===== config.mk =====
export PLATFORM = sky130hd
export DESIGN_NAME = lift_safety_interlock_fsm
export DESIGN_NICKNAME = d
export VERILOG_FILES = /design/src/rtl/lsi_pkg.sv /design/src/rtl/lsi_cfg.sv /design/src/rtl/lsi_step.sv /design/src/rtl/lift_safety_interlock_fsm.sv
export SDC_FILE = /design/constraint.sdc
export NUM_CORES = 1
export LEC_CHECK = 0
export ABC_CLOCK_PERIOD_IN_PS = 8400
export BUFFER_PORTS_ARGS = -buffer_cell sky130_fd_sc_hd__buf_2
export CORE_UTILIZATION = 47
export CTS_BUF_LIST = sky130_fd_sc_hd__clkbuf_16
export DETAILED_ROUTE_END_ITERATION = 8
export RECOVER_POWER = 50
export SYNTH_ARGS = -nofsm -noshare
export SYNTH_HDL_FRONTEND = slang
export SYNTH_HIERARCHICAL = 1
export SYNTH_SLANG_ARGS = --single-unit

===== constraint.sdc =====
create_clock -name clk -period 8.4 [get_ports clk]
set_input_delay 2.1 -clock clk [delete_from_list [all_inputs] [get_ports clk]]
set_output_delay 2.1 -clock clk [all_outputs]
set_load 0.05 [all_outputs]

===== src/rtl/lsi_pkg.sv =====
// Lift safety interlock: shared types, mode and request codes, helper functions.
// No dependencies; imported by every module of the block.
`timescale 1ns / 1ps
`default_nettype none

package lsi_pkg;

  localparam int unsigned POS_W = 20;
  localparam int unsigned SPD_W = 16;
  localparam int unsigned MODE_W = 4;
  localparam int unsigned CFG_IDX_W = 3;
  localparam int unsigned CFG_DATA_W = 20;

  // request codes
  localparam logic [1:0] REQ_TICK = 2'd0;
  localparam logic [1:0] REQ_JOY = 2'd1;
  localparam logic [1:0] REQ_GOTO = 2'd2;
  localparam logic [1:0] REQ_CLIMB = 2'd3;

  // lift modes
  localparam logic [MODE_W-1:0] M_NONE = 4'd0;
  localparam logic [MODE_W-1:0] M_MAN_NOM = 4'd1;
  localparam logic [MODE_W-1:0] M_MAN_ARM = 4'd2;
  localparam logic [MODE_W-1:0] M_MAN_BOT = 4'd3;
  localparam logic [MODE_W-1:0] M_MAN_MAX = 4'd4;
  localparam logic [MODE_W-1:0] M_PID_NOM = 4'd5;
  localparam logic [MODE_W-1:0] M_PID_ARM = 4'd6;
  localparam logic [MODE_W-1:0] M_PID_BRK_ARM = 4'd7;
  localparam logic [MODE_W-1:0] M_PID_BOT = 4'd8;
  localparam logic [MODE_W-1:0] M_PID_MAX = 4'd9;
  localparam logic [MODE_W-1:0] M_BRAKE = 4'd10;

  // configuration register indexes
  localparam logic [CFG_IDX_W-1:0] CFG_MAX_HEIGHT = 3'd0;
  localparam logic [CFG_IDX_W-1:0] CFG_SAFETY_MARGIN = 3'd1;
  localparam logic [CFG_IDX_W-1:0] CFG_ARM_SAFE_HEIGHT = 3'd2;
  localparam logic [CFG_IDX_W-1:0] CFG_RANGE_EPSILON = 3'd3;
  localparam logic [CFG_IDX_W-1:0] CFG_SPEED_LIMIT = 3'd4;
  localparam logic [CFG_IDX_W-1:0] CFG_BRAKE_VEL_LIMIT = 3'd5;
  localparam logic [CFG_IDX_W-1:0] CFG_REVERSAL_FLAGS = 3'd6;

  // brake actuator codes
  localparam logic [1:0] BRAKE_ENGAGED = 2'd2;
  localparam logic [1:0] BRAKE_RELEASED = 2'd3;

  // 0.1 in Q1.14, rounded up
  localparam logic [16:0] DEADBAND = 17'd1639;
  localparam logic [14:0] SPEED_LIMIT_RST = 15'd16384;
  localparam logic signed [POS_W-1:0] POS_MAX = 20'sh7FFFF;
  localparam logic signed [POS_W-1:0] POS_MIN = 20'sh80000;

  typedef struct packed {
    logic [1:0] req_type;
    logic signed [SPD_W-1:0] joystick_value;
    logic signed [POS_W-1:0] target_position;
    logic signed [POS_W-1:0] current_position;
    logic signed [SPD_W-1:0] current_velocity;
    logic bottom_switch;
    logic arm_safe;
    logic pid_stabilized;
  } lsi_in_t;

  typedef struct packed {
    logic motor_mode;
    logic signed [SPD_W-1:0] motor_speed;
    logic signed [POS_W-1:0] position_setpoint;
    logic [1:0] brake_code;
    logic [MODE_W-1:0] lift_mode;
    logic in_range;
    logic stabilized;
  } lsi_out_t;

  typedef struct packed {
    logic signed [POS_W-1:0] max_height;
    logic signed [POS_W-1:0] hold_offset;
    logic signed [POS_W-1:0] arm_safe_height;
    logic [18:0] range_epsilon;
    logic [14:0] speed_limit;
    logic [14:0] brake_velocity_limit;
    logic [2:0] reversal_flags;
  } lsi_cfg_t;

  typedef struct packed {
    logic [MODE_W-1:0] mode;
    logic signed [POS_W-1:0] desired_position;
    logic signed [SPD_W-1:0] desired_speed;
    logic signed [SPD_W-1:0] raw_joystick;
    logic climb_latched;
    logic brake_engaged;
    logic held_mode;
    logic signed [SPD_W-1:0] held_speed;
    logic signed [POS_W-1:0] held_setpoint;
  } lsi_state_t;

  function automatic logic [16:0] abs17(input logic signed [SPD_W-1:0] v);
    logic signed [16:0] w;
    w = {v[SPD_W-1], v};
    return w[16] ? 17'(-w) : 17'(w);
  endfunction

  // a < b in sensor sign
  function automatic logic slt(input logic signed [POS_W-1:0] a,
                               input logic signed [POS_W-1:0] b,
                               input logic rev);
    return rev ? (a > b) : (a < b);
  endfunction

  function automatic logic spd_pos(input logic signed [SPD_W-1:0] v, input logic rev);
    return rev ? v[SPD_W-1] : (!v[SPD_W-1] && (v != '0));
  endfunction

  function automatic logic spd_neg(input logic signed [SPD_W-1:0] v, input logic rev);
    return rev ? (!v[SPD_W-1] && (v != '0)) : v[SPD_W-1];
  endfunction

  function automatic logic man_mode(input logic [MODE_W-1:0] m);
    return (m >= M_MAN_NOM) && (m <= M_MAN_MAX);
  endfunction

  function automatic logic is_pid(input logic [MODE_W-1:0] m);
    return (m >= M_PID_NOM) && (m <= M_PID_MAX);
  endfunction

  function automatic logic brake_mode(input logic [MODE_W-1:0] m);
    return (m == M_BRAKE) || (m == M_PID_BRK_ARM);
  endfunction

endpackage

`default_nettype wire


===== src/rtl/lsi_cfg.sv =====
// Lift safety interlock: configuration register file written over the cfg channel.
// Depends on lsi_pkg.
`timescale 1ns / 1ps
`default_nettype none

module lsi_cfg (
  input  wire logic                             clk,
  input  wire logic                             rst_n,
  input  wire logic                             cfg_valid,
  output logic                                  cfg_ready,
  input  wire logic [lsi_pkg::CFG_IDX_W-1:0]    cfg_index,
  input  wire logic [lsi_pkg::CFG_DATA_W-1:0]   cfg_data,
  output lsi_pkg::lsi_cfg_t                     cfg
);
  import lsi_pkg::*;

  lsi_cfg_t cfg_r;

  assign cfg_ready = 1'b1;
  assign cfg = cfg_r;

  always_ff @(posedge clk) begin
    if (!rst_n) begin
      cfg_r.max_height <= '0;
      cfg_r.hold_offset <= '0;
      cfg_r.arm_safe_height <= '0;
      cfg_r.range_epsilon <= '0;
      cfg_r.speed_limit <= SPEED_LIMIT_RST;
      cfg_r.brake_velocity_limit <= '0;
      cfg_r.reversal_flags <= '0;
    end else if (cfg_valid) begin
      unique case (cfg_index)
        CFG_MAX_HEIGHT:      cfg_r.max_height <= cfg_data;
        CFG_SAFETY_MARGIN:   cfg_r.hold_offset <= cfg_data;
        CFG_ARM_SAFE_HEIGHT: cfg_r.arm_safe_height <= cfg_data;
        CFG_RANGE_EPSILON:   cfg_r.range_epsilon <= cfg_data[18:0];
        CFG_SPEED_LIMIT:     cfg_r.speed_limit <= cfg_data[14:0];
        CFG_BRAKE_VEL_LIMIT: cfg_r.brake_velocity_limit <= cfg_data[14:0];
        CFG_REVERSAL_FLAGS:  cfg_r.reversal_flags <= cfg_data[2:0];
        default: ;
      endcase
    end
  end

endmodule

`default_nettype wire


===== src/rtl/lsi_step.sv =====
// Lift safety interlock: per-item next-state and result logic (combinational).
// Depends on lsi_pkg.
`timescale 1ns / 1ps
`default_nettype none

module lsi_step (
  input  wire lsi_pkg::lsi_cfg_t   cfg,
  input  wire lsi_pkg::lsi_state_t st,
  input  wire lsi_pkg::lsi_in_t    item,
  output lsi_pkg::lsi_state_t      st_nxt,
  output lsi_pkg::lsi_out_t        res
);
  import lsi_pkg::*;

  logic signed [POS_W:0]   hsum;
  logic signed [POS_W-1:0] hold_h;
  logic [16:0]             vel_abs;
  logic [16:0]             joy_abs;
  logic signed [16:0]      joy_x;
  logic signed [16:0]      lim_x;
  logic signed [16:0]      lim_neg;
  logic signed [SPD_W-1:0] joy_clamp;
  logic signed [POS_W:0]   err;
  logic [POS_W:0]          err_abs;
  logic                    vel_over;
  logic                    vel_under;
  logic                    rev_m;
  logic                    rev_s;
  logic signed [POS_W-1:0] cur;
  logic signed [SPD_W-1:0] dspd;
  logic signed [POS_W-1:0] dpos;
  logic signed [POS_W-1:0] maxh;
  logic signed [POS_W-1:0] ash;
  logic                    bot;
  logic                    arm;
  logic                    stab;

  assign rev_m = cfg.reversal_flags[0];
  assign rev_s = cfg.reversal_flags[1];
  assign cur = item.current_position;
  assign bot = item.bottom_switch;
  assign arm = item.arm_safe;
  assign stab = item.pid_stabilized;
  assign dspd = st.desired_speed;
  assign dpos = st.desired_position;
  assign maxh = cfg.max_height;
  assign ash = cfg.arm_safe_height;

  // hold height, saturated
  assign hsum = {ash[POS_W-1], ash} + {cfg.hold_offset[POS_W-1], cfg.hold_offset};
  assign hold_h = (hsum[POS_W] != hsum[POS_W-1]) ? (hsum[POS_W] ? POS_MIN : POS_MAX)
                                                   : hsum[POS_W-1:0];

  assign vel_abs = abs17(item.current_velocity);
  assign vel_over = vel_abs > {2'b00, cfg.brake_velocity_limit};
  assign vel_under = vel_abs < {2'b00, cfg.brake_velocity_limit};

  // joystick clamp
  assign joy_abs = abs17(item.joystick_value);
  assign joy_x = {item.joystick_value[SPD_W-1], item.joystick_value};
  assign lim_x = {2'b00, cfg.speed_limit};
  assign lim_neg = -lim_x;
  always_comb begin
    if (joy_x >= lim_x) begin
      joy_clamp = lim_x[SPD_W-1:0];
    end else if (joy_x <= lim_neg) begin
      joy_clamp = lim_neg[SPD_W-1:0];
    end else begin
      joy_clamp = item.joystick_value;
    end
  end

  always_comb begin
    st_nxt = st;
    unique case (item.req_type)
      REQ_TICK: begin
        if (st.climb_latched) begin
          st_nxt.held_mode = 1'b0;
          st_nxt.held_speed = st.raw_joystick;
          st_nxt.brake_engaged = 1'b0;
        end else begin
          if (!brake_mode(st.mode)) st_nxt.brake_engaged = 1'b0;
          unique case (st.mode)
            M_MAN_NOM: begin
              st_nxt.held_mode = 1'b0;
              st_nxt.held_speed = dspd;
              if (bot && spd_neg(dspd, rev_m)) begin
                st_nxt.held_speed = '0;
                st_nxt.mode = M_MAN_BOT;
              end else if (slt(cur, ash, rev_s) && !arm) begin
                st_nxt.held_mode = 1'b1;
                st_nxt.held_setpoint = hold_h;
                st_nxt.mode = M_MAN_ARM;
              end else if (slt(maxh, cur, rev_s) && spd_pos(dspd, rev_m)) begin
                st_nxt.held_mode = 1'b1;
                st_nxt.held_setpoint = maxh;
                st_nxt.mode = M_MAN_MAX;
              end
            end
            M_MAN_ARM: begin
              st_nxt.held_mode = 1'b1;
              st_nxt.held_setpoint = hold_h;
              if (spd_pos(dspd, rev_m) || arm) begin
                st_nxt.held_mode = 1'b0;
                st_nxt.held_speed = dspd;
                st_nxt.mode = M_MAN_NOM;
              end
            end
            M_MAN_BOT: begin
              st_nxt.held_mode = 1'b0;
              st_nxt.held_speed = '0;
              if (spd_pos(dspd, rev_m) || !bot) begin
                st_nxt.held_speed = dspd;
                st_nxt.mode = M_MAN_NOM;
              end
            end
            M_MAN_MAX: begin
              st_nxt.held_mode = 1'b1;
              st_nxt.held_setpoint = maxh;
              if (spd_neg(dspd, rev_m) || slt(cur, maxh, rev_s)) begin
                st_nxt.held_mode = 1'b0;
                st_nxt.held_speed = dspd;
                st_nxt.mode = M_MAN_NOM;
              end
            end
            M_PID_NOM: begin
              st_nxt.held_mode = 1'b1;
              st_nxt.held_setpoint = dpos;
              if (bot && slt(dpos, cur, rev_s)) begin
                st_nxt.held_mode = 1'b0;
                st_nxt.held_speed = '0;
                st_nxt.mode = M_PID_BOT;
              end else if (slt(dpos, ash, rev_s) && !arm) begin
                st_nxt.held_setpoint = hold_h;
                st_nxt.mode = M_PID_ARM;
              end else if (slt(maxh, dpos, rev_s)) begin
                st_nxt.held_setpoint = maxh;
                st_nxt.mode = M_PID_MAX;
              end
            end
            M_PID_ARM: begin
              st_nxt.held_mode = 1'b1;
              st_nxt.held_setpoint = hold_h;
              if (slt(ash, dpos, rev_s) || arm) begin
                st_nxt.held_setpoint = dpos;
                st_nxt.mode = M_PID_NOM;
              end
            end
            M_PID_BOT: begin
              st_nxt.held_mode = 1'b0;
              st_nxt.held_speed = '0;
              if (slt(cur, dpos, rev_s) || !bot) begin
                st_nxt.held_mode = 1'b1;
                st_nxt.held_setpoint = dpos;
                st_nxt.mode = M_PID_NOM;
              end
            end
            M_PID_MAX: begin
              st_nxt.held_mode = 1'b0;
              st_nxt.held_speed = '0;
              if (slt(dpos, cur, rev_s) || slt(cur, maxh, rev_s)) begin
                st_nxt.held_mode = 1'b1;
                st_nxt.held_setpoint = dpos;
                st_nxt.mode = M_PID_NOM;
              end
            end
            M_PID_BRK_ARM: begin
              st_nxt.held_mode = 1'b0;
              st_nxt.held_speed = '0;
              st_nxt.brake_engaged = !vel_over;
              if (slt(ash, dpos, rev_s) || arm) begin
                st_nxt.held_setpoint = dpos;
                st_nxt.mode = M_PID_NOM;
              end
            end
            M_BRAKE: begin
              st_nxt.held_mode = 1'b0;
              st_nxt.held_speed = '0;
              st_nxt.brake_engaged = !vel_over;
            end
            default: begin
              st_nxt.held_mode = 1'b0;
              st_nxt.held_speed = '0;
            end
          endcase
          // settled position loop drops onto the brake
          if (st_nxt.held_mode) begin
            if (vel_under) st_nxt.brake_engaged = stab;
            if (stab) begin
              st_nxt.held_mode = 1'b0;
              st_nxt.held_speed = '0;
              st_nxt.mode = (st.mode != M_PID_ARM) ? M_BRAKE : M_PID_BRK_ARM;
            end
          end
        end
      end
      REQ_JOY: begin
        st_nxt.raw_joystick = item.joystick_value;
        if (joy_abs >= DEADBAND) begin
          st_nxt.desired_speed = joy_clamp;
          if (!man_mode(st.mode)) st_nxt.mode = M_MAN_NOM;
        end else if (!is_pid(st.mode)) begin
          st_nxt.mode = M_PID_NOM;
          st_nxt.desired_position = cur;
        end
      end
      REQ_GOTO: begin
        if (!is_pid(st.mode)) st_nxt.mode = M_PID_NOM;
        st_nxt.desired_position = item.target_position;
      end
      REQ_CLIMB: begin
        st_nxt.climb_latched = 1'b1;
      end
      default: ;
    endcase
  end

  assign err = {cur[POS_W-1], cur} - {st_nxt.desired_position[POS_W-1], st_nxt.desired_position};
  assign err_abs = err[POS_W] ? (POS_W+1)'(-err) : (POS_W+1)'(err);

  always_comb begin
    res.motor_mode = st_nxt.held_mode;
    res.motor_speed = st_nxt.held_speed;
    res.position_setpoint = st_nxt.held_setpoint;
    res.brake_code = (st_nxt.brake_engaged ^ cfg.reversal_flags[2]) ? BRAKE_ENGAGED
                                                                     : BRAKE_RELEASED;
    res.lift_mode = st_nxt.mode;
    res.in_range = (is_pid(st_nxt.mode) && (err_abs < {2'b00, cfg.range_epsilon}))
                   || brake_mode(st_nxt.mode);
    res.stabilized = (st_nxt.mode == M_BRAKE);
  end

endmodule

`default_nettype wire


===== src/rtl/lift_safety_interlock_fsm.sv =====
// Lift safety interlock, top level: input register, step logic, state and result registers.
// Path: an item is registered in the input register, then goes through the step logic into the result register.
// Throughput: one item per cycle unless out_ready stalls the result register; that stall also holds the input register.
// Reset (synchronous, rst_n low): mode brake applied, brake engaged, all held values zero,
// both pipeline stages empty, configuration registers at their documented defaults.
// Depends on lsi_pkg, lsi_cfg, lsi_step.
`timescale 1ns / 1ps
`default_nettype none

module lift_safety_interlock_fsm (
  input  wire logic                             clk,
  input  wire logic                             rst_n,
  input  wire logic                             in_valid,
  output logic                                  in_ready,
  input  wire lsi_pkg::lsi_in_t                 in_data,
  output logic                                  out_valid,
  input  wire logic                             out_ready,
  output lsi_pkg::lsi_out_t                     out_data,
  input  wire logic                             cfg_valid,
  output logic                                  cfg_ready,
  input  wire logic [lsi_pkg::CFG_IDX_W-1:0]    cfg_index,
  input  wire logic [lsi_pkg::CFG_DATA_W-1:0]   cfg_data
);
  import lsi_pkg::*;

  lsi_cfg_t   cfg;
  lsi_in_t    in_r;
  logic       in_valid_r;
  lsi_state_t st_r;
  lsi_state_t st_nxt;
  lsi_out_t   res;
  lsi_out_t   out_r;
  logic       out_valid_r;
  logic       advance;

  lsi_cfg u_cfg (
    .clk       (clk),
    .rst_n     (rst_n),
    .cfg_valid (cfg_valid),
    .cfg_ready (cfg_ready),
    .cfg_index (cfg_index),
    .cfg_data  (cfg_data),
    .cfg       (cfg)
  );

  lsi_step u_step (
    .cfg    (cfg),
    .st     (st_r),
    .item   (in_r),
    .st_nxt (st_nxt),
    .res    (res)
  );

  assign advance = in_valid_r && (!out_valid_r || out_ready);
  assign in_ready = !in_valid_r || advance;
  assign out_valid = out_valid_r;
  assign out_data = out_r;

  always_ff @(posedge clk) begin
    if (!rst_n) begin
      in_valid_r <= 1'b0;
    end else if (in_ready) begin
      in_valid_r <= in_valid;
    end
  end

  always_ff @(posedge clk) begin
    if (in_valid && in_ready) begin
      in_r <= in_data;
    end
  end

  always_ff @(posedge clk) begin
    if (!rst_n) begin
      st_r.mode <= M_BRAKE;
      st_r.desired_position <= '0;
      st_r.desired_speed <= '0;
      st_r.raw_joystick <= '0;
      st_r.climb_latched <= 1'b0;
      st_r.brake_engaged <= 1'b1;
      st_r.held_mode <= 1'b0;
      st_r.held_speed <= '0;
      st_r.held_setpoint <= '0;
    end else if (advance) begin
      st_r <= st_nxt;
    end
  end

  always_ff @(posedge clk) begin
    if (!rst_n) begin
      out_valid_r <= 1'b0;
    end else if (advance) begin
      out_valid_r <= 1'b1;
    end else if (out_ready) begin
      out_valid_r <= 1'b0;
    end
  end

  always_ff @(posedge clk) begin
    if (advance) begin
      out_r <= res;
    end
  end

endmodule

`default_nettype wire


==> impl_summary.txt, run 1 <==
----------------------------------------------------
[STA]
  Achievable Freq ... 126 MHz
  Worst slew slack as a fraction of its limit ... -2.19
  Unrepaired setup endpoints after global routing ... no
  Final Slew Violations ... 441
  Final cycle utilization of the critical path ... 0.942
  Final hold vios ... 0
  Minimum clock period after layout ... 7910 ps
  Setup Viol. Count Final ... 0
  Clock skew ... 18.1 ps
  Final hold slack ... 462 ps
  Slew at the pin closest to its max-slew limit ... 4790 ps
  Total Negative Setup Slacks ... 0 ps

[Setup path]
  Category of cells accounting for the largest share of critical-path delay ... compound AO/OA/AOI/OAI gates
  RR Startpoint ... in_r[65]$_DFFE_PP_
  CP bufs+invs ... 5
  Classification of the worst setup path ... flop to flop
  Register-to-Register Path Depth ... 35
  Setup slack of the most critical reg-to-reg path ... 490 ps
  Endpoint required time on the critical path ... 8830 ps
  Sort of element at the start of the critical path ... flop
  Largest fanout on the critical path ... 14
  Crit end category ... flop
  Most repeated library cell on the critical path ... sky130_fd_sc_hd__buf_4
  Reg-to-reg endpoint ... out_data[1]$_DFFE_PP_
  Arrival time at the worst endpoint ... 8340 ps
  Slowest stage delay, CP ... 510 ps
  Critical path's slowest cell ... sky130_fd_sc_hd__edfxtp_1

[Finish]
  Layout cells sized above 1 ... 0.101
  Layout filler cell count ... 4793
  Number of nets at the end of the flow ... 3185
  Area of the multi-input gates ... 0.0148 sq mm
  Post-Layout Inst Area ... 0.0266 sq mm
  Area grow syn2layout ... 9.25%
  Storage cell area ... 0.00785 sq mm

[Hold path]
  HP Start ... u_cfg/cfg[38]$_SDFFE_PN0P_
  Class of the worst hold path ... flop to flop
  Worst-case hold path end point ... u_cfg/cfg[38]$_SDFFE_PN0P_
  Cell depth of the worst hold path ... 2

[Synthesis]
  Synthesized cell area ... 0.0243 sq mm
  Synth warnings ... 6
  Syn Inst Count ... 2802
  Synth top area share ... 0.172
  Cell type with the largest total area after synthesis ... sky130_fd_sc_hd__dfxtp_1
  Number of flops mapped to enable cells by yosys ... 122
  Sequential fraction of the synthesis area ... 0.323
  Register bit count reported by yosys ... 331
  Proportion of register bits with asynchronous set or reset after synthesis ... 0
  Unique cell type count in the Yosys netlist ... 110
  Most used flip-flop cell after synthesis ... sky130_fd_sc_hd__dfxtp_1
  Synth top area cells ... sky130_fd_sc_hd__dfxtp_1 17%, sky130_fd_sc_hd__edfxtp_1 15%, sky130_fd_sc_hd__ha_1 11%
  Synth Net Count ... 3123
  Most frequent cell after synthesis ... sky130_fd_sc_hd__nand2_1
  Synth cell count leaders ... 453 x sky130_fd_sc_hd__nand2_1, 221 x sky130_fd_sc_hd__mux2i_1, 214 x sky130_fd_sc_hd__ha_1, 209 x sky130_fd_sc_hd__dfxtp_1, 183 x sky130_fd_sc_hd__inv_1
  Post-Synthesis Mean Instance Area ... 8.68 sq um

[Global routing]
  Remaining global-route overflow ... 0
  Pin count of the biggest net entering global routing ... 167
  Global Route Usage Sum ... 0.312
  Global-route wire length before repair ... 126000 microns
  Number of antenna violations at the first check in global routing ... 1
  Vias in the first global route ... 20800

[Power]
  Power, Total ... 4570 uW
  Leakage power figure ... 0.0108 uW
  P per Cell Area ... 172 mW/mm^2
  Maximum resistive drop on vdd ... 0.000165 V

[Clocking]
  Post-CTS Setup Bufs ... 0
  Insertion delay to the later sink of the worst-skew pair ... 570 ps
  Clock slew seen by the registers of the worst setup and hold paths ... 60 ps
  Root Driver ... sky130_fd_sc_hd__clkbuf_16
  Clock H-tree levels ... 2
  TritonCTS clock tree ... done
  Buffer depth of the longest clock path ... 3
  Clock tree sinks ... 331
  TritonCTS buffer count ... 38

[Job]
  Max Cap Violations ... 4

[Route]
  Violation count after the first detailed-route iteration ... 1950
  DRC violations left ... 0
  Count of nets left with antenna violations after detail routing ... 0
  Detailed-router iteration count before antenna repair ... 6
  Overall routed net length ... 84400 microns
  Mean routed wirelength per cell ... 23.6 microns
  Detailed-route vias per instance ... 6.09
  DR vias ... 21700

[Floorplan]
  FP Rows ... 82
  Core Box Area ... 0.0506 sq mm
  IO Pins ... 153
  Horizontal die dimension ... 229 microns
  Starting utilization of the core area ... 0.481
  Die height ... 229 microns
  Die footprint ... 0.0527 sq mm

[Outcome]
  Result of the run ... complete, but fails checks
  Failing checks ... max-capacitance violations, max-slew violations

[Placement]
  IO Port Bufs ... 151
  Standard cell area after detailed placement ... 0.0254 sq mm
  GPL Wtd Cong ... 0.970
  Half-perimeter wire length after placement ... 63600 microns

----------------------------------------------------
## where the power goes
| group | total [uW] | internal [uW] | switching [uW] |
|---|---|---|---|
| combinational | 1080 | 385 | 690 |
| sequential | 1800 | 1730 | 72.8 |
| clock | 1690 | 956 | 733 |
## stage by stage
stage	std cells	worst slack, ps	utilization
final	3567	486	0.525
after detailed placement	3496	426	0.502
after global placement	3496	568	0.502
after CTS	3566	370	0.527
after global routing	3566	21.1	0.525
after floorplan	2802	1380	-
## area by class of cell
cell class                      instances  area share
Timing Repair Buffer                  203      0.0419
Clock inverter                         31      0.0112
Clock buffer                           39      0.0367
Inverter                              185      0.0261
Tap cell                              672      0.0316
Sequential cell                       331       0.295
Antenna cell                            1   0.0000942
Multi-Input combinational cell       2105       0.557
## cells in the final DEF (no fill, tap or decap), drive strengths merged, types with 11 or more instances in the layout
cell type | Yosys | layout
nor2b | 36 | 36
a22o | 30 | 30
nor4 | 19 | 19
clkinv | 1 | 13
nand4 | 29 | 29
dfxtp | 209 | 209
or3 | 16 | 16
a21o | 39 | 39
buf | 92 | 149
nand2b | 26 | 26
inv | 184 | 196
o211ai | 16 | 16
a211oi | 25 | 25
xnor2 | 45 | 45
a31oi | 18 | 18
nor2 | 150 | 150
o221ai | 31 | 31
and3 | 15 | 15
a22oi | 37 | 37
o21ai | 137 | 137
o21bai | 13 | 13
nand2 | 453 | 453
xor2 | 29 | 29
nand3 | 33 | 33
a21oi | 130 | 130
nor3 | 52 | 52
edfxtp | 122 | 122
mux2 | 20 | 20
a221oi | 31 | 31
clkbuf | 89 | 93
ha | 214 | 214
o31ai | 13 | 13
mux2i | 221 | 221
and4 | 11 | 11
o21a | 43 | 43
## layer usage
layer,up-vias,global-route usage,part of all wire
li1,10300,-,-
met1,10600,0.422,0.45
met2,781,0.503,0.45
met3,131,0.0439,0.061
met4,0,0.115,0.036
met5,-,0,0
## flip-flops by register name, indices dropped and copies added, names as in the netlist
signal and cells:
st_r 95, out_data 45, out_valid 1, u_cfg/cfg 112, in_valid_r 1, in_r 77
## worst reg2reg max path, delay by kind of cell, from the launching register on
kind | cells | cell delay, ps
fa+ha+maj | 3 | 900
xor+xnor | 1 | 150
simple gates | 11 | 2390
buf+inv | 5 | 970
compound gates | 15 | 2890
flops | 1 | 510
## worst max-delay path by stage
stage                                   from               endpoint  slack, ps  cells past startpoint
final                     in_r[65]$_DFFE_PP_  out_data[1]$_DFFE_PP_        490                     35
after global routing      in_r[65]$_DFFE_PP_  out_data[1]$_DFFE_PP_         20                     35
after CTS                 in_r[60]$_DFFE_PP_  out_data[1]$_DFFE_PP_        370                     37
after detailed placement  in_r[60]$_DFFE_PP_  out_data[1]$_DFFE_PP_        430                     37
after global placement    in_r[60]$_DFFE_PP_  out_data[1]$_DFFE_PP_        570                     37
after floorplan           in_r[61]$_DFFE_PP_  out_data[1]$_DFFE_PP_       1380                     35
## cell families after synthesis
family,synth area share
muxes,0.100
xor gates and xnor gates,0.0267
DFF,0.323
adders and majority gates,0.112
and+or+nand+nor,0.172
other,0.000309
AOI/OAI and AO/OA,0.196
buffers and inverters,0.0699
## timing repair
item	in CTS	in global routing
hold buffers	0	0
setup endpoints to repair	0	1
resized for setup	0	2
Power figures use the tool's default switching activity.
==> run 2: changes to the inputs <==
--- a/config.mk
+++ b/config.mk
@@ -7,6 +7,7 @@
 export LEC_CHECK = 0
 export ABC_CLOCK_PERIOD_IN_PS = 8400
 export BUFFER_PORTS_ARGS = -buffer_cell sky130_fd_sc_hd__buf_2
+export CORE_ASPECT_RATIO = 1.5
 export CORE_UTILIZATION = 47
 export CTS_BUF_LIST = sky130_fd_sc_hd__clkbuf_16
 export DETAILED_ROUTE_END_ITERATION = 8
==> impl_summary.txt, run 2 (synthesis results as in run 1) <==
----------------------------------------------------
[Floorplan]
  Starting utilization of the core area ... 0.479 (-0.00208)
  FP Rows ... 101 (+23%)
  Core Box Area ... 0.0508 sq mm (+0.44%)
  IO Pins ... 153 (unchanged)
  Die height ... 281 microns (+22%)
  Horizontal die dimension ... 188 microns (-18%)
  Die footprint ... 0.0527 sq mm (about the same)

[Route]
  Mean routed wirelength per cell ... 25.0 microns (+5.7%)
  DRC violations left ... 0 (unchanged)
  Violation count after the first detailed-route iteration ... 1713 (-12%)
  Count of nets left with antenna violations after detail routing ... 0 (unchanged)
  Detailed-router iteration count before antenna repair ... 6 (unchanged)
  Detailed-route vias per instance ... 6.15 (+1.0%)
  Overall routed net length ... 88700 microns (+5.1%)
  DR vias ... 21800 (+0.48%)

[Finish]
  Area grow syn2layout ... 9.39%
  Post-Layout Inst Area ... 0.0266 sq mm (+0.13%)
  Storage cell area ... 0.00785 sq mm (unchanged)
  Area of the multi-input gates ... 0.0148 sq mm (+0.20%)
  Diode insertion count for antenna repair ... 0 (-1)
  Leading cell type in the layout, fill and taps excluded ... sky130_fd_sc_hd__nand2_1
  Flip-flop count of the largest register after layout ... 112 (unchanged)
  Layout cells sized above 1 ... 0.116 (+0.0148)
  Number of nets at the end of the flow ... 3172 (-0.41%)
  Most used cells in the layout excluding fill and tap cells ... 453 x sky130_fd_sc_hd__nand2_1, 221 x sky130_fd_sc_hd__mux2i_1, 214 x sky130_fd_sc_hd__ha_1
  Layout filler cell count ... 4908 (+2.4%)

[STA]
  Unrepaired setup endpoints after global routing ... no
  Total Negative Setup Slacks ... 0 ps (unchanged)
  Final Slew Violations ... 257 (-42%)
  Setup Viol. Count Final ... 0 (unchanged)
  Worst slew slack as a fraction of its limit ... -2.60 (-0.410)
  Final hold vios ... 0 (unchanged)
  Final cycle utilization of the critical path ... 0.969 (+0.0271)
  Minimum clock period after layout ... 8140 ps (+228 ps)
  Achievable Freq ... 123 MHz (-2.8%)
  Slew at the pin closest to its max-slew limit ... 5400 ps (+614 ps)
  Clock skew ... 32.1 ps (+14.0 ps)

[Clocking]
  Clock H-tree levels ... 2 (unchanged)
  TritonCTS clock tree ... done
  Clock slew seen by the registers of the worst setup and hold paths ... 60 ps (about the same)
  CTS-repair resized insts ... 1 (+1)
  Insertion delay to the later sink of the worst-skew pair ... 580 ps (about the same)
  Clock tree sinks ... 331 (unchanged)
  Buffer depth of the longest clock path ... 3 (unchanged)
  Root Driver ... sky130_fd_sc_hd__clkbuf_16
  Post-CTS Setup Bufs ... 0 (unchanged)
  TritonCTS buffer count ... 37 (-2.6%)
  Hold buffer count at cts ... 0 (unchanged)

[Power]
  Leakage power figure ... 0.0109 uW (+0.90%)
  Power, Total ... 4630 uW (+1.5%)
  P per Cell Area ... 174 mW/mm^2 (+1.3%)
  Maximum resistive drop on vdd ... 0.000193 V (+17%)

[Setup path]
  Endpoint required time on the critical path ... 8720 ps (-110 ps)
  Arrival time at the worst endpoint ... 8460 ps (+120 ps)
  Crit end category ... flop
  Sort of element at the start of the critical path ... flop
  Slowest stage delay, CP ... 540 ps (+30 ps)
  Classification of the worst setup path ... flop to flop
  Most repeated library cell on the critical path ... sky130_fd_sc_hd__buf_4
  Largest fanout on the critical path ... 14 (unchanged)
  Register-to-Register Path Depth ... 29 (-17%)
  Critical path's slowest cell ... sky130_fd_sc_hd__edfxtp_1

[Global routing]
  Global Route Usage Sum ... 0.329 (+0.0168)
  Pin count of the biggest net entering global routing ... 143 (-14%)
  Remaining global-route overflow ... 0 (unchanged)
  Number of antenna violations at the first check in global routing ... 0 (-1)
  Vias in the first global route ... 21200 (+2.0%)
  Global-route wire length before repair ... 130000 microns (+3.3%)

[Outcome]
  Failing checks ... max-capacitance violations, max-slew violations
  Result of the run ... complete, but fails checks

[Placement]
  IO Port Bufs ... 151 (unchanged)
  Half-perimeter wire length after placement ... 67700 microns (+6.4%)
  GPL Wtd Cong ... 1.02 (+4.9%)
  Standard cell area after detailed placement ... 0.0253 sq mm (-0.47%)

[Hold path]
  Cell depth of the worst hold path ... 2 (unchanged)
  Class of the worst hold path ... flop to flop

[Job]
  Max Cap Violations ... 3 (-1)

----------------------------------------------------
[run 2: layer usage]
metal | global-route usage | wire length (microns)
met3 | 0.0440 | 4490
met2 | 0.600 | 44700
met5 | 0 | 0
met4 | 0.241 | 7330
met1 | 0.344 | 32100
[run 2: worst max-delay path, delay by kind of cell (launching register included)]
family / cells / cell delay (ps)
compound gates: 13 / 3350
flops: 1 / 540
buf+inv: 3 / 700
simple gates: 9 / 2340
xor+xnor: 1 / 200
fa+ha+maj: 2 / 600
mux: 1 / 110
[run 2: per-stage QoR]
step / util / worst slack, ps / instances / hold WS, ps
after floorplan: - / 1380 / 2802 / 435
after global placement: 0.498 / 227 / 3481 / 446
after detailed placement: 0.498 / -24.8 / 3481 / 452
after CTS: 0.524 / 53.5 / 3548 / 462
after global routing: 0.524 / 28.9 / 3548 / 472
final: 0.524 / 258 / 3548 / 459
[run 2: power by group]
| group | switching, uW | total, uW | internal [uW] | leakage, uW |
|---|---|---|---|---|
| combinational | 707 | 1090 | 382 | 0.00736 |
| sequential | 76.7 | 1810 | 1730 | 0.00288 |
| clock | 726 | 1740 | 1010 | 0.000647 |
[run 2: worst paths after layout]
check | from | end | slack [ps]
hold / removal | st_r[36]$_SDFFE_PN0P_ | st_r[36]$_SDFFE_PN0P_ | 460
setup reg to reg | in_r[61]$_DFFE_PP_ | out_data[1]$_DFFE_PP_ | 260
hold reg to reg | st_r[36]$_SDFFE_PN0P_ | st_r[36]$_SDFFE_PN0P_ | 460
setup / recovery | in_r[61]$_DFFE_PP_ | out_data[1]$_DFFE_PP_ | 260
[run 2: layout make-up]
cell class,instances,share of cell area
Clock buffer,44,0.0414
Clock inverter,23,0.00785
Inverter,185,0.0261
Timing Repair Buffer,191,0.0408
Sequential cell,331,0.295
Tap cell,669,0.0315
Multi-Input combinational cell,2105,0.557
